==> src/sv/assert_macros.svh <==
// Assertion macros for the key assigner RTL
`ifndef ASSERT_MACROS_SVH
`define ASSERT_MACROS_SVH
`ifndef SYNTHESIS
// clocked property, switched off while reset is low
`define MKA_ASSERT(lbl, clk, rst_n, prop) \
	lbl: assert property (@(posedge clk) disable iff (!rst_n) prop) \
		else $error("property failed");
// condition that must never be seen at a clock edge
`define MKA_NEVER(lbl, clk, rst_n, cond) \
	lbl: assert property (@(posedge clk) disable iff (!rst_n) !(cond)) \
		else $error("forbidden condition seen");
`else
`define MKA_ASSERT(lbl, clk, rst_n, prop)
`define MKA_NEVER(lbl, clk, rst_n, cond)
`endif
`endif

==> src/sv/mka_pkg.sv <==
// Types and constants of the monophonic key assigner
`timescale 1ns / 1ps
`default_nettype none

package mka_pkg;

	localparam int ACTION_W = 2;
	localparam int NOTE_W   = 7;
	localparam int VEL_W    = 13;
	localparam int MODE_W   = 2;

	localparam int LEVEL_FRAC_BITS = 12;
	localparam logic [31:0] LEVEL_ONE = 32'd1 << LEVEL_FRAC_BITS;

	localparam logic [ACTION_W-1:0] ACT_NOTE_ON  = 2'd0;
	localparam logic [ACTION_W-1:0] ACT_NOTE_OFF = 2'd1;
	localparam logic [ACTION_W-1:0] ACT_TICK     = 2'd2;
	localparam logic [ACTION_W-1:0] ACT_CLEAR    = 2'd3;

	localparam logic [MODE_W-1:0] MODE_GATE = 2'd0;
	localparam logic [MODE_W-1:0] MODE_TRIG = 2'd1;
	localparam logic [MODE_W-1:0] MODE_LFO  = 2'd2;

	// controller to datapath
	typedef struct packed {
		logic note_on;
		logic note_off;
		logic clear;
		logic scan_start;
		logic scan_step;
		logic resolve;
		logic emit;
	} mka_cmd_t;

	// datapath to controller
	typedef struct packed {
		logic scan_last;
	} mka_sts_t;

endpackage

`default_nettype wire

==> src/sv/mka_ctrl.sv <==
// Controller: request decode, tick sequencing and result handshake
`timescale 1ns / 1ps
`default_nettype none

`include "assert_macros.svh"

module mka_ctrl (
	input  wire logic                           clk,
	input  wire logic                           arst_n,
	input  wire logic                           ev_valid,
	input  wire logic [mka_pkg::ACTION_W-1:0]   ev_action,
	output logic                                ev_ready,
	output logic                                res_valid,
	input  wire logic                           res_ready,
	output mka_pkg::mka_cmd_t                   cmd,
	input  wire mka_pkg::mka_sts_t              sts
);

	import mka_pkg::*;

	localparam logic [2:0] ST_IDLE    = 3'd0;
	localparam logic [2:0] ST_SCAN    = 3'd1;
	localparam logic [2:0] ST_FLUSH   = 3'd2;
	localparam logic [2:0] ST_RESOLVE = 3'd3;
	localparam logic [2:0] ST_EMIT    = 3'd4;

	logic [2:0] state_q;
	logic [2:0] state_nxt;
	logic       accept;
	logic       res_valid_q;

	assign ev_ready  = (state_q == ST_IDLE);
	assign accept    = ev_valid && ev_ready;
	assign res_valid = res_valid_q;

	assign cmd.note_on    = accept && (ev_action == ACT_NOTE_ON);
	assign cmd.note_off   = accept && (ev_action == ACT_NOTE_OFF);
	assign cmd.scan_start = accept && (ev_action == ACT_TICK);
	assign cmd.clear      = accept && (ev_action == ACT_CLEAR);
	assign cmd.scan_step  = (state_q == ST_SCAN);
	assign cmd.resolve    = (state_q == ST_RESOLVE);
	// the result register may be refilled in the cycle it is taken
	assign cmd.emit       = (state_q == ST_EMIT) && (!res_valid_q || res_ready);

	always_comb begin
		state_nxt = state_q;
		unique case (state_q)
			ST_IDLE: begin
				if (cmd.scan_start) begin
					state_nxt = ST_SCAN;
				end
			end
			ST_SCAN: begin
				if (sts.scan_last) begin
					state_nxt = ST_FLUSH;
				end
			end
			ST_FLUSH:   state_nxt = ST_RESOLVE;
			ST_RESOLVE: state_nxt = ST_EMIT;
			ST_EMIT: begin
				if (cmd.emit) begin
					state_nxt = ST_IDLE;
				end
			end
			default:    state_nxt = ST_IDLE;
		endcase
	end

	always_ff @(posedge clk or negedge arst_n) begin
		if (!arst_n) begin
			state_q     <= ST_IDLE;
			res_valid_q <= 1'b0;
		end else begin
			state_q <= state_nxt;
			if (cmd.emit) begin
				res_valid_q <= 1'b1;
			end else if (res_ready) begin
				res_valid_q <= 1'b0;
			end
		end
	end

	`MKA_ASSERT(a_tick_blocks_requests, clk, arst_n, cmd.scan_start |=> (state_q == ST_SCAN && !ev_ready))
	`MKA_ASSERT(a_resolve_after_flush, clk, arst_n, (cmd.scan_step && sts.scan_last) |=> ##1 cmd.resolve)
	`MKA_ASSERT(a_emit_fills_result, clk, arst_n, cmd.emit |=> (res_valid && state_q == ST_IDLE))
	`MKA_NEVER(a_scan_overrun, clk, arst_n, cmd.scan_step && $past(cmd.scan_step && sts.scan_last))

endmodule

`default_nettype wire

==> config.mk <==
export PLATFORM = sky130hd
export DESIGN_NAME = mka_ctrl
export DESIGN_NICKNAME = d
export VERILOG_FILES = /design/src/sv/mka_pkg.sv /design/src/sv/mka_ctrl.sv
export VERILOG_INCLUDE_DIRS = /design/src /design/src/sv
export SDC_FILE = /design/constraint.sdc
export NUM_CORES = 1
export LEC_CHECK = 0
export ABC_AREA = 0
export BUFFER_PORTS_ARGS = -buffer_cell sky130_fd_sc_hd__buf_2
export CELL_PAD_IN_SITES_DETAIL_PLACEMENT = 0
export CELL_PAD_IN_SITES_GLOBAL_PLACEMENT = 1
export CORE_AREA = 10 10 47 49
export DETAILED_ROUTE_END_ITERATION = 7
export DIE_AREA = 0 0 57 59
export MAX_ROUTING_LAYER = met4
export PLACE_DENSITY_LB_ADDON = 0.1
export REMOVE_ABC_BUFFERS = 1
export SKIP_CTS_REPAIR_TIMING = 1
export SYNTH_ARGS = -nofsm -noshare
export SYNTH_HDL_FRONTEND = slang
export SYNTH_SLANG_ARGS = --single-unit
==> constraint.sdc <==
create_clock -name clk -period 1.95 [get_ports clk]
set_clock_uncertainty 0.15 [all_clocks]
set_input_delay 0.195 -clock clk [delete_from_list [all_inputs] [get_ports clk]]
set_output_delay 0.195 -clock clk [all_outputs]
set_load 0.02 [all_outputs]
# After elaboration in Yosys (flattened, before gate mapping)
# Index checks and enable logic that the tools add are counted.
[totals]
word_cells = 30
output_inout_bits = 9
regBits = 4
[op_classes]
n_reduce_logical = 12
n_mux = 6
n_eq_ne = 10
[ops]
columns = ["cell", "count"]
rows = [
  ["$pmux W3 S5", 1],
  ["$mux W3", 3],
  ["$eq A3 B2 Y1 const B", 2],
  ["$logic_and A1 B1 Y1", 6],
  ["$eq A2 B2 Y1 const B", 2],
  ["$ne A2 B1 Y1 const B", 2],
  ["$eq A3 B1 Y1 const B", 1],
  ["$eq A3 B3 Y1 const B", 1],
  ["$logic_not A3 Y1", 1],
  ["$reduce_and A3 Y1", 1],
  ["$eq A2 B1 Y1 const B", 1],
  ["$logic_not A2 Y1", 1],
  ["$mux W1", 2],
  ["$ne A2 B2 Y1 const B", 1],
  ["$reduce_bool A2 Y1", 1],
  ["$logic_not A1 Y1", 1],
  ["$logic_or A1 B1 Y1", 1],
]

# Longest topological paths before layout
# Gate-level depths: netlist of the first run.
[logic_depth]
depth_word = 5
mapped_depth = 2
mapped_depth_nobuf = 2

# Worst setup path before layout of the first run
# OpenSTA, ideal clock, no wires.
[synth_path]
kind = "flip-flop to output port"
from = "reg state_q[1]"
to = "out cmd[6] in the netlist's numbering"
slack_ns = 0.146
arrival_time_ns = 1.459
n_path_buf = 0
required_ns = 1.605
stages_incl_launch_ff = 3
cell_sequence = "dfrtp_1 -> or4b_4 -> nor3_1"
[synth_lines]
columns = ["element", "line_no", "source"]
rows = [
  ["from (decl)", "mka_ctrl.sv:27", "logic [2:0] state_q;"],
  ["from (signal assigned)", "mka_ctrl.sv:74", "state_q <= state_nxt;"],
  ["to (decl)", "mka_ctrl.sv:15", "output mka_pkg::mka_cmd_t cmd,"],
]

==> results.tsv, run 1 <==
stage	metric	value	unit
place	Port-buffer cells	15	
logic_synthesis	mux share of post-synthesis cell area	0	%
logic_synthesis	Seq cells post-synth	4	
route	Final ANT Viol Nets	0	
sta	Max Slew Vio Count	0	
grt	first-pass GRT wire length	1.200	mm
logic_synthesis	largest family of logic cells by synthesized area	simple AND/OR/NAND/NOR gates	
setup_path	Worst path max stage delay	580	ps
logic_synthesis	Synth warnings	0	
clock_tree	CTS max path bufs	2	
logic_synthesis	XOR/XNOR share of the synthesized area	0	%
route	Detailed Routing Iterations Pass 1	1	
grt	total track usage	4.849	%
setup_path	crit path max fanout	6	
setup_path	Critical Path AT	1570	ps
logic_synthesis	synthesized area per cell	10.58	sq um
run	Max-cap violations	0	
place	Final Wtd Congestion	0.6620	
route	DRC	0	
grt	initial antenna violation count	0	
final_layout	post-route cell area	426.7	sq um
clock_tree	CTS tree	yes	
setup_path	critical-path cell list	or4b_4, nor3b_2, buf_4	
final_layout	layout cells sized above 1	63.83	%
setup_path	Crit Path Class	reg -> out	
power_and_ir_drop	Peak supply drop	0.4748	mV
logic_synthesis	synthesized area	254.0	sq um
sta	Final setup viols	0	
final_layout	Layout area overhead	67.98	%
setup_path	reg2reg start	state_q[1]	
clock_tree	clock latency on the worst-skew pair	230	ps
logic_synthesis	distinct cell type count after synthesis	18	
clock_tree	Max H-tree Level	1	
logic_synthesis	Post-Syn Instances	24	
sta	final hold violations	0	
die	Die H	59	microns
logic_synthesis	adder-cell share of the synthesized area	0	%
final_layout	nets@finish	56	
power_and_ir_drop	Power Dens Cells	1368	mW/mm^2
sta	Worst Tran Pin Value	198.9	ps
die	die area	0.003363	sq mm
run_status	status	completed	
route	via count	275	
setup_path	Max stage delay cell, worst path	or4b_4	
die	num rows	14	
place	DP Worst Slack	211.7	ps
logic_synthesis	area leader, netlist	dfrtp_1	
die	Die W	57	microns
place	HPWL after DPL	608.1	microns
route	DRC marker count from the first detailed-route iteration	0	
clock_tree	clock root buffer master	clkbuf_4	
worst_hold_path	min-delay worst type	in -> reg	
setup_path	Setup crit start kind	register	
sta	relative slew slack	86.64	%
logic_synthesis	Compound-Gate Fraction of Synth Area	10.84	%
sta	TNS Setup	0	ps
die	# IOs	16	
final_layout	ANT cells	0	
die	Initial Util	18.13	%
route	final WL	800	microns
sta	RSZ-0062 raised after global routing	true	
grt	largest net degree at the start of global routing	10	
worst_hold_path	Hold Path Origin	sts	
logic_synthesis	Post-Synth Simple-Gate Area	49.75	%
sta	fin crit share	98.06	%
sta	fin crit period	1912	ps
die	Core ar.	0.001401	sq mm
logic_synthesis	top cells by area, synth	dfrtp_1 39%, nor3b_2 9.9%, nand3b_1 5.9%	
clock_tree	CTS Buf Count	3	
setup_path	Critical path origin	state_q[0]	
place	Placement Cell Area	349.1	sq um
logic_synthesis	Synth top area share	39.41	%
power_and_ir_drop	total power	0.0005835	W
sta	max frequency	0.5230	GHz
logic_synthesis	Seq/Total Area, Yosys	39.41	%
clock_tree	Worst-path clk slew	30	ps
setup_path	Reg2Reg Depth	2	
route	wire per inst	12.70	microns
grt	number of global-route vias before repair	300	
setup_path	Worst Path Required	1600	ps
sta	post-route setup slack	37.92	ps
power_and_ir_drop	Lkg Pwr	0.2094	nW
grt	grt ovf	0	
worst_hold_path	Worst Hold Depth	3	
setup_path	Crit. End Element	primary output	
clock_tree	clk sinks	4	
route	via/cell ratio	4.365	
## through the flow
stage	utilization [%]	hold WS [ps]	std cells
floorplan	-	-250.6	24
global placement	24.91	-146.2	55
detailed placement	24.91	-146.0	55
CTS	26.52	-396.6	58
global route	30.45	97.89	63
finish	30.45	89.15	63
## cell families after synthesis
kind of cell	Yosys count
flops	4
simple gates	16
compound gates	4
## path summary, 6_finish.rpt
path / endpoint / slack, ps
worst max-delay path: cmd[5] / 40
worst min-delay path: state_q[1] / 90
worst max register to register: state_q[2] / 640
worst min register to register: res_valid / 370
max in group asynchronous: state_q[0] / 1360
min in group asynchronous: res_valid / 160
## cells in the mapped netlist
master and n:
a21oi_1 1, o21bai_1 1, and4_1 1, o21a_1 1
a211oi_1 1, nand2b_1 1, nor2_1 1, nor3b_1 1
nor3_1 2, nand2_1 1, or3b_2 1, and3b_2 1
or4b_4 1, or2b_1 1, nor3b_2 2, dfrtp_1 4
nor2b_1 1, nand3b_1 2
## critical path, delay by kind of cell, from the launching register on
| kind | cells | cell delay (ps) |
|---|---|---|
| and+or+nand+nor | 2 | 750 |
| DFF | 1 | 430 |
| buffers and inverters | 1 | 160 |
## placed cells by master, fill, tap and decap left out
master          n
nor3b_2         2
nand2b_1        1
nor3_2          1
and4_1          1
or2b_1          1
and3b_2         1
clkbuf_4        3
dlygate4sd3_1   1
dfrtp_1         2
or3b_2          1
nor3b_1         1
o21bai_1        1
or4b_4          1
nor3_1          1
nor2_1          1
buf_2          12
buf_4           7
nand3b_1        2
nor2b_1         1
nand2_1         1
dfrtp_2         2
a211oi_1        1
o21a_1          1
a21oi_1         1
## where the power goes
group | internal [W] | total (W) | switching [W]
logic | 0.000157 | 0.000317 | 0.000160
registers | 0.000120 | 0.000166 | 0.0000462
clock network | 0.0000686 | 0.0000996 | 0.0000309
## layout make-up
| type | count | area, sq um |
|---|---|---|
| clock buffer | 3 | 22.52 |
| fill | 157 | 974.7 |
| multi-input combinational | 20 | 158.9 |
| sequential | 4 | 102.6 |
| tap | 16 | 20.02 |
| timing repair buffer | 20 | 122.6 |
## registers in the layout, indices dropped and copies added (netlist names)
| name | count |
|---|---|
| res_valid | 1 |
| state_q | 3 |
## metal layers
metal	track usage, %	vias to the layer above	routed length (microns)
li1	-	136	-
met1	5.006	119	392
met2	6.047	18	326
met3	2.146	2	57
met4	6.040	0	24
met5	-	-	0
Note: power is estimated with default switching activity, not from simulation.
==> inputs of run 2 (changes only) <==
--- a/config.mk
+++ b/config.mk
@@ -15,5 +15,5 @@
 export DIE_AREA = 0 0 57 59
 export MAX_ROUTING_LAYER = met4
-export PLACE_DENSITY_LB_ADDON = 0.1
+export PLACE_DENSITY = 0.56
 export REMOVE_ABC_BUFFERS = 1
 export SKIP_CTS_REPAIR_TIMING = 1
--- a/constraint.sdc
+++ b/constraint.sdc
@@ -3,3 +3,3 @@
 set_input_delay 0.195 -clock clk [delete_from_list [all_inputs] [get_ports clk]]
 set_output_delay 0.195 -clock clk [all_outputs]
-set_load 0.02 [all_outputs]
+set_load 0.05 [all_outputs]
==> run 2 against run 1 <==
Final cell count is 1.6% lower. Count of clock-buffer cells in the layout stayed put. First-iteration DRC count is 2 higher. Worst setup slack better by 14 ps. Non-clock buffer count is 1 lower. Critical path depth stayed put. Largest power group unchanged. Highest routed layer is now met3.
==> results.tsv, run 2 (synthesized netlist as in run 1, its figures left out) <==
stage	metric	value	unit	change
place	HPWL after DPL	622.5	microns	+2.4%
final_layout	area of the multi-input gates	153.9	sq um	-3.1%
setup_path	Worst Path Required	1600	ps	about the same
final_layout	nets@finish	55		-1.8%
setup_path	CP top delay family	simple AND/OR/NAND/NOR gates		
final_layout	most flop-heavy register	state_q		
grt	total track usage	4.811	%	-0.038 points
route	Detailed Routing Iterations Pass 1	2		+1
sta	fin crit period	1898	ps	-13.59 ps
sta	Final setup viols	0		unchanged
clock_tree	clock root buffer master	clkbuf_4		
final_layout	post-route cell area	419.2	sq um	-1.8%
route	DRC marker count from the first detailed-route iteration	2		+2
final_layout	fin util	29.91	%	-0.54 points
setup_path	crit path max fanout	3		-3
die	Core ar.	0.001401	sq mm	unchanged
setup_path	critical-path cell list	or4b_4, nor3_1, buf_4		
clock_tree	Max H-tree Level	1		unchanged
die	die area	0.003363	sq mm	unchanged
die	Die H	59	microns	unchanged
grt	largest net degree at the start of global routing	8		-2
grt	first-pass GRT wire length	1.228	mm	+2.3%
setup_path	Crit. End Element	primary output		
final_layout	layout filler cell count	163		+3.8%
final_layout	ANT cells	0		unchanged
sta	RSZ-0062 raised after global routing	true		
power_and_ir_drop	Lkg Pwr	0.2074	nW	-0.93%
setup_path	Critical Path AT	1550	ps	-20 ps
route	final WL	743	microns	-7.1%
setup_path	Worst path max stage delay	570	ps	about the same
sta	fin crit share	97.36	%	-0.70 points
clock_tree	clock latency on the worst-skew pair	230	ps	about the same
power_and_ir_drop	Power Dens Cells	1631	mW/mm^2	+19%
die	Die W	57	microns	unchanged
place	Port-buffer cells	15		unchanged
clock_tree	CTS tree	yes		
sta	worst hold slack	85.75	ps	-3.403 ps
final_layout	most common cell after layout, fill and taps aside	buf_2		
run_status	status	completed		
die	Initial Util	18.13	%	unchanged
sta	Worst Tran Pin Value	255.4	ps	+56.55 ps
setup_path	Setup crit start kind	register		
clock_tree	Worst-path clk slew	40	ps	about the same
place	Placement Cell Area	371.6	sq um	+6.5%
clock_tree	CTS Buf Count	3		unchanged
clock_tree	CTS max path bufs	2		unchanged
route	Final ANT Viol Nets	0		unchanged
sta	Max Slew Vio Count	0		unchanged
run	Max-cap violations	0		unchanged
route	wire per inst	11.98	microns	-5.6%
final_layout	layout cells sized above 1	56.52	%	-7.3 points
route	via count	273		-0.73%
grt	initial antenna violation count	0		unchanged
die	num rows	14		unchanged
grt	grt ovf	0		unchanged
setup_path	Crit Path Class	reg -> out		
clock_tree	clk sinks	4		unchanged
route	DRC	0		unchanged
sta	relative slew slack	83.09	%	-3.6 points
place	Final Wtd Congestion	0.6619		about the same
setup_path	Max stage delay cell, worst path	or4b_4		
final_layout	most frequent cells in the layout	12 x buf_2, 4 x buf_4, 4 x dfrtp_1		
final_layout	area occupied by registers	100.1	sq um	-2.4%
grt	number of global-route vias before repair	304		+1.3%
final_layout	Layout area overhead	65.02	%	
sta	final hold violations	0		unchanged
worst_hold_path	min-delay worst type	in -> reg		
route	via/cell ratio	4.403		+0.87%
setup_path	Buf/Inv on CP	1		unchanged
final_layout	max FFs per register	3		unchanged
die	# IOs	16		unchanged
sta	max frequency	0.5267	GHz	+0.72%
power_and_ir_drop	Peak supply drop	0.8000	mV	+68%
[run 2: cell count changes in the layout (fill, tap and decap cells not counted), sizes merged]
cell / change
buf: -1
[run 2: final cells by class]
cell class,instances,area share (%)
clock buffers,3,5.373
well taps,16,4.776
repair buffers,19,29.25
multi-input cells,20,36.72
flip-flops and latches,4,23.88
[run 2: through the flow]
stage | setup WS, ps | setup TNS [ps] | std cells | total power (W)
finish | 51.51 | 0 | 62 | 0.0006836
global route | -12.05 | -27.49 | 62 | 0.0007312
CTS | -43.85 | -82.52 | 61 | 0.0006904
detailed placement | 216.2 | 0 | 58 | 0.0005783
global placement | 218.9 | 0 | 58 | 0.0005827
floorplan | -605.2 | -1204 | 24 | 0.0004521
[run 2: path summary, 6_finish.rpt]
| check | startpoint | end | slack, ps | cells after the start |
|---|---|---|---|---|
| hold reg to reg | res_valid | res_valid | 360 | 2 |
| hold / removal | sts | state_q[0] | 90 | 3 |
| max in group asynchronous | arst_n | state_q[1] | 1380 | 2 |
| setup reg to reg | state_q[1] | state_q[2] | 700 | 2 |
| min in group asynchronous | arst_n | state_q[0] | 150 | 2 |
| setup / recovery | state_q[1] | cmd[6] | 50 | 3 |
[run 2: layer usage]
metal	vias up	GRT usage, %	part of all wire, %
met4	0	4.027	0
met3	0	2.361	8.7
met5	-	-	0
met2	16	5.581	35
li1	142	-	-
met1	115	5.861	56
[run 2: worst register-to-register path: stages, from the launching register on]
cell and delay [ps]:
dfrtp_1 370, or3b_2 500, o21bai_1 150
[run 2: power breakdown]
| part | leakage [nW] | total, W | internal, W | switching (W) |
|---|---|---|---|---|
| Clock | 0.0138 | 0.000103 | 0.0000689 | 0.0000338 |
| Combinational | 0.141 | 0.000444 | 0.000147 | 0.000296 |
| Sequential | 0.0522 | 0.000137 | 0.000117 | 0.0000206 |
| Total | 0.207 | 0.000684 | 0.000333 | 0.000351 |
==> inputs of run 3 (changes only) <==
- CELL_PAD_IN_SITES_DETAIL_PLACEMENT: 0 -> 1
- CELL_PAD_IN_SITES_GLOBAL_PLACEMENT: 1 -> 2
- CORE_AREA: 10 10 47 49 -> 2 2 39 41
- DIE_AREA: 0 0 57 59 -> 0 0 41 43
- GPL_ROUTABILITY_DRIVEN: not set -> 0
- PLACE_DENSITY: 0.56 -> 0.68
==> run 3 against run 2 <==
Maximum frequency down 1.6%. Combinational power grew 6.1%. Largest cell class unchanged. Critical endpoint is now cmd[5]. Largest power group unchanged. Flip-flop and latch count is the same. Global-route usage increased by 5.6 points. Highest routed layer unchanged.
==> results.tsv, run 3 (synthesized netlist as in run 1, its figures left out) <==
stage	metric	value	unit	change
run_status	status	completed		
route	DRC marker count from the first detailed-route iteration	2		unchanged
worst_hold_path	Hold Path Origin	sts		
clock_tree	CTS max path bufs	2		unchanged
grt	grt ovf	0		unchanged
worst_hold_path	min-delay worst type	in -> reg		
setup_path	Critical Path AT	1580	ps	+30 ps
worst_hold_path	Worst Hold End	state_q[0]		
place	HPWL after DPL	638	microns	+2.5%
final_layout	Layout area overhead	74.88	%	
place	Placement Cell Area	371.6	sq um	unchanged
die	Die W	41	microns	-28%
grt	largest net degree at the start of global routing	8		unchanged
die	num rows	14		unchanged
route	Detailed Routing Iterations Pass 1	2		unchanged
setup_path	reg-to-reg setup timing slack	640	ps	-60 ps
grt	total track usage	10.43	%	+5.6 points
setup_path	Crit Path Class	reg -> out		
sta	final hold violations	0		unchanged
power_and_ir_drop	Power Dens Cells	1616	mW/mm^2	-0.91%
route	via count	293		+7.3%
final_layout	most flop-heavy register	state_q		
setup_path	Worst Path Required	1600	ps	about the same
die	die area	0.001763	sq mm	-48%
worst_hold_path	Worst Hold Depth	3		unchanged
sta	Worst Tran Pin Value	254.6	ps	-0.7524 ps
die	Core ar.	0.001384	sq mm	-1.2%
route	Final ANT Viol Nets	0		unchanged
final_layout	nets@finish	56		+1.8%
setup_path	Reg2Reg Depth	4		+2
die	# IOs	16		unchanged
sta	fin crit share	98.90	%	+1.5 points
final_layout	most frequent cells in the layout	11 x buf_2, 5 x buf_4, 4 x dfrtp_1		
grt	initial antenna violation count	0		unchanged
final_layout	post-route cell area	444.2	sq um	+6.0%
setup_path	crit path max fanout	3		unchanged
clock_tree	clock latency on the worst-skew pair	240	ps	about the same
setup_path	FF-to-FF End	state_q[0]		
final_layout	fin util	32.10	%	+2.2 points
route	DRC	0		unchanged
power_and_ir_drop	Peak supply drop	0.5493	mV	-31%
power_and_ir_drop	Lkg Pwr	0.2187	nW	+5.4%
setup_path	reg2reg start	state_q[1]		
sta	Final setup viols	0		unchanged
final_layout	layout cells sized above 1	59.57	%	+3.1 points
clock_tree	CTS tree	yes		
final_layout	most common cell after layout, fill and taps aside	buf_2		
sta	TNS Setup	0	ps	unchanged
clock_tree	clock root buffer master	clkbuf_4		
place	Port-buffer cells	15		unchanged
die	Initial Util	18.35	%	+0.23 points
sta	post-route setup slack	21.44	ps	-30.07 ps
die	Die H	43	microns	-27%
sta	max frequency	0.5185	GHz	-1.6%
final_layout	max FFs per register	3		unchanged
sta	worst hold slack	90.39	ps	+4.646 ps
clock_tree	clk sinks	4		unchanged
route	via/cell ratio	4.651		+5.6%
sta	Max Slew Vio Count	0		unchanged
final_layout	ANT cells	0		unchanged
place	DP Worst Slack	179.8	ps	-36.40 ps
run	Max-cap violations	0		unchanged
sta	fin crit period	1929	ps	+30.07 ps
final_layout	layout filler cell count	162		-0.61%
clock_tree	CTS Buf Count	3		unchanged
grt	number of global-route vias before repair	290		-4.6%
clock_tree	Worst-path clk slew	30	ps	about the same
setup_path	Setup crit start kind	register		
sta	RSZ-0062 raised after global routing	true		
clock_tree	Max H-tree Level	1		unchanged
route	wire per inst	12.14	microns	+1.3%
grt	first-pass GRT wire length	1.200	mm	-2.3%
sta	relative slew slack	83.14	%	about the same
route	final WL	765	microns	+3.0%
setup_path	Crit. End Element	primary output		
run 3: cell types whose count changed in the layout (fill, tap and decap cells not counted):
cell     delta
nor3b_4     +1
nor3_2      +1
nor3_1      -1
buf_2       -1
buf_6       +1
nor3b_2     -1
buf_4       +1
run 3: worst max-delay path by stage:
stage	from	end	slack, ps	cells past startpoint
finish	state_q[0]	cmd[5]	20	3
global route	state_q[0]	cmd[3]	-50	3
CTS	state_q[1]	cmd[5]	-70	3
detailed placement	state_q[1]	cmd[5]	180	3
global placement	state_q[1]	cmd[5]	210	3
floorplan	state_q[1]	cmd[4]	-610	2
run 3: layout make-up:
cell class | count | area, sq um | share of cell area [%]
well taps | 16 | 20.02 | 4.507
clock buffers | 3 | 22.52 | 5.070
multi-input cells | 20 | 165.2 | 37.18
repair buffers | 20 | 136.4 | 30.70
flip-flops and latches | 4 | 100.1 | 22.54
run 3: worst max-delay path: stages, from the launching register on:
cell and delay, ps:
dfrtp_1 390, or4b_4 580, nor3b_2 200, buf_6 180
run 3: metrics by stage:
| stage | cells | total power, W |
|---|---|---|
| floorplan | 24 | 0.0004521 |
| global placement | 58 | 0.0005737 |
| detailed placement | 58 | 0.0005875 |
| CTS | 61 | 0.0006980 |
| global route | 63 | 0.0007713 |
| finish | 63 | 0.0007178 |
run 3: per-layer routing:
metal  share of wire, %  GRT usage [%]
met1                 40          10.42
met4                  0          4.000
met3                 12          6.283
met2                 48          15.94
met5                  0              -
run 3: where the power goes:
part,internal (W),leakage [nW],switching (W)
registers,0.000117,0.0522,0.0000245
clock network,0.0000690,0.0138,0.0000367
logic,0.000163,0.153,0.000308
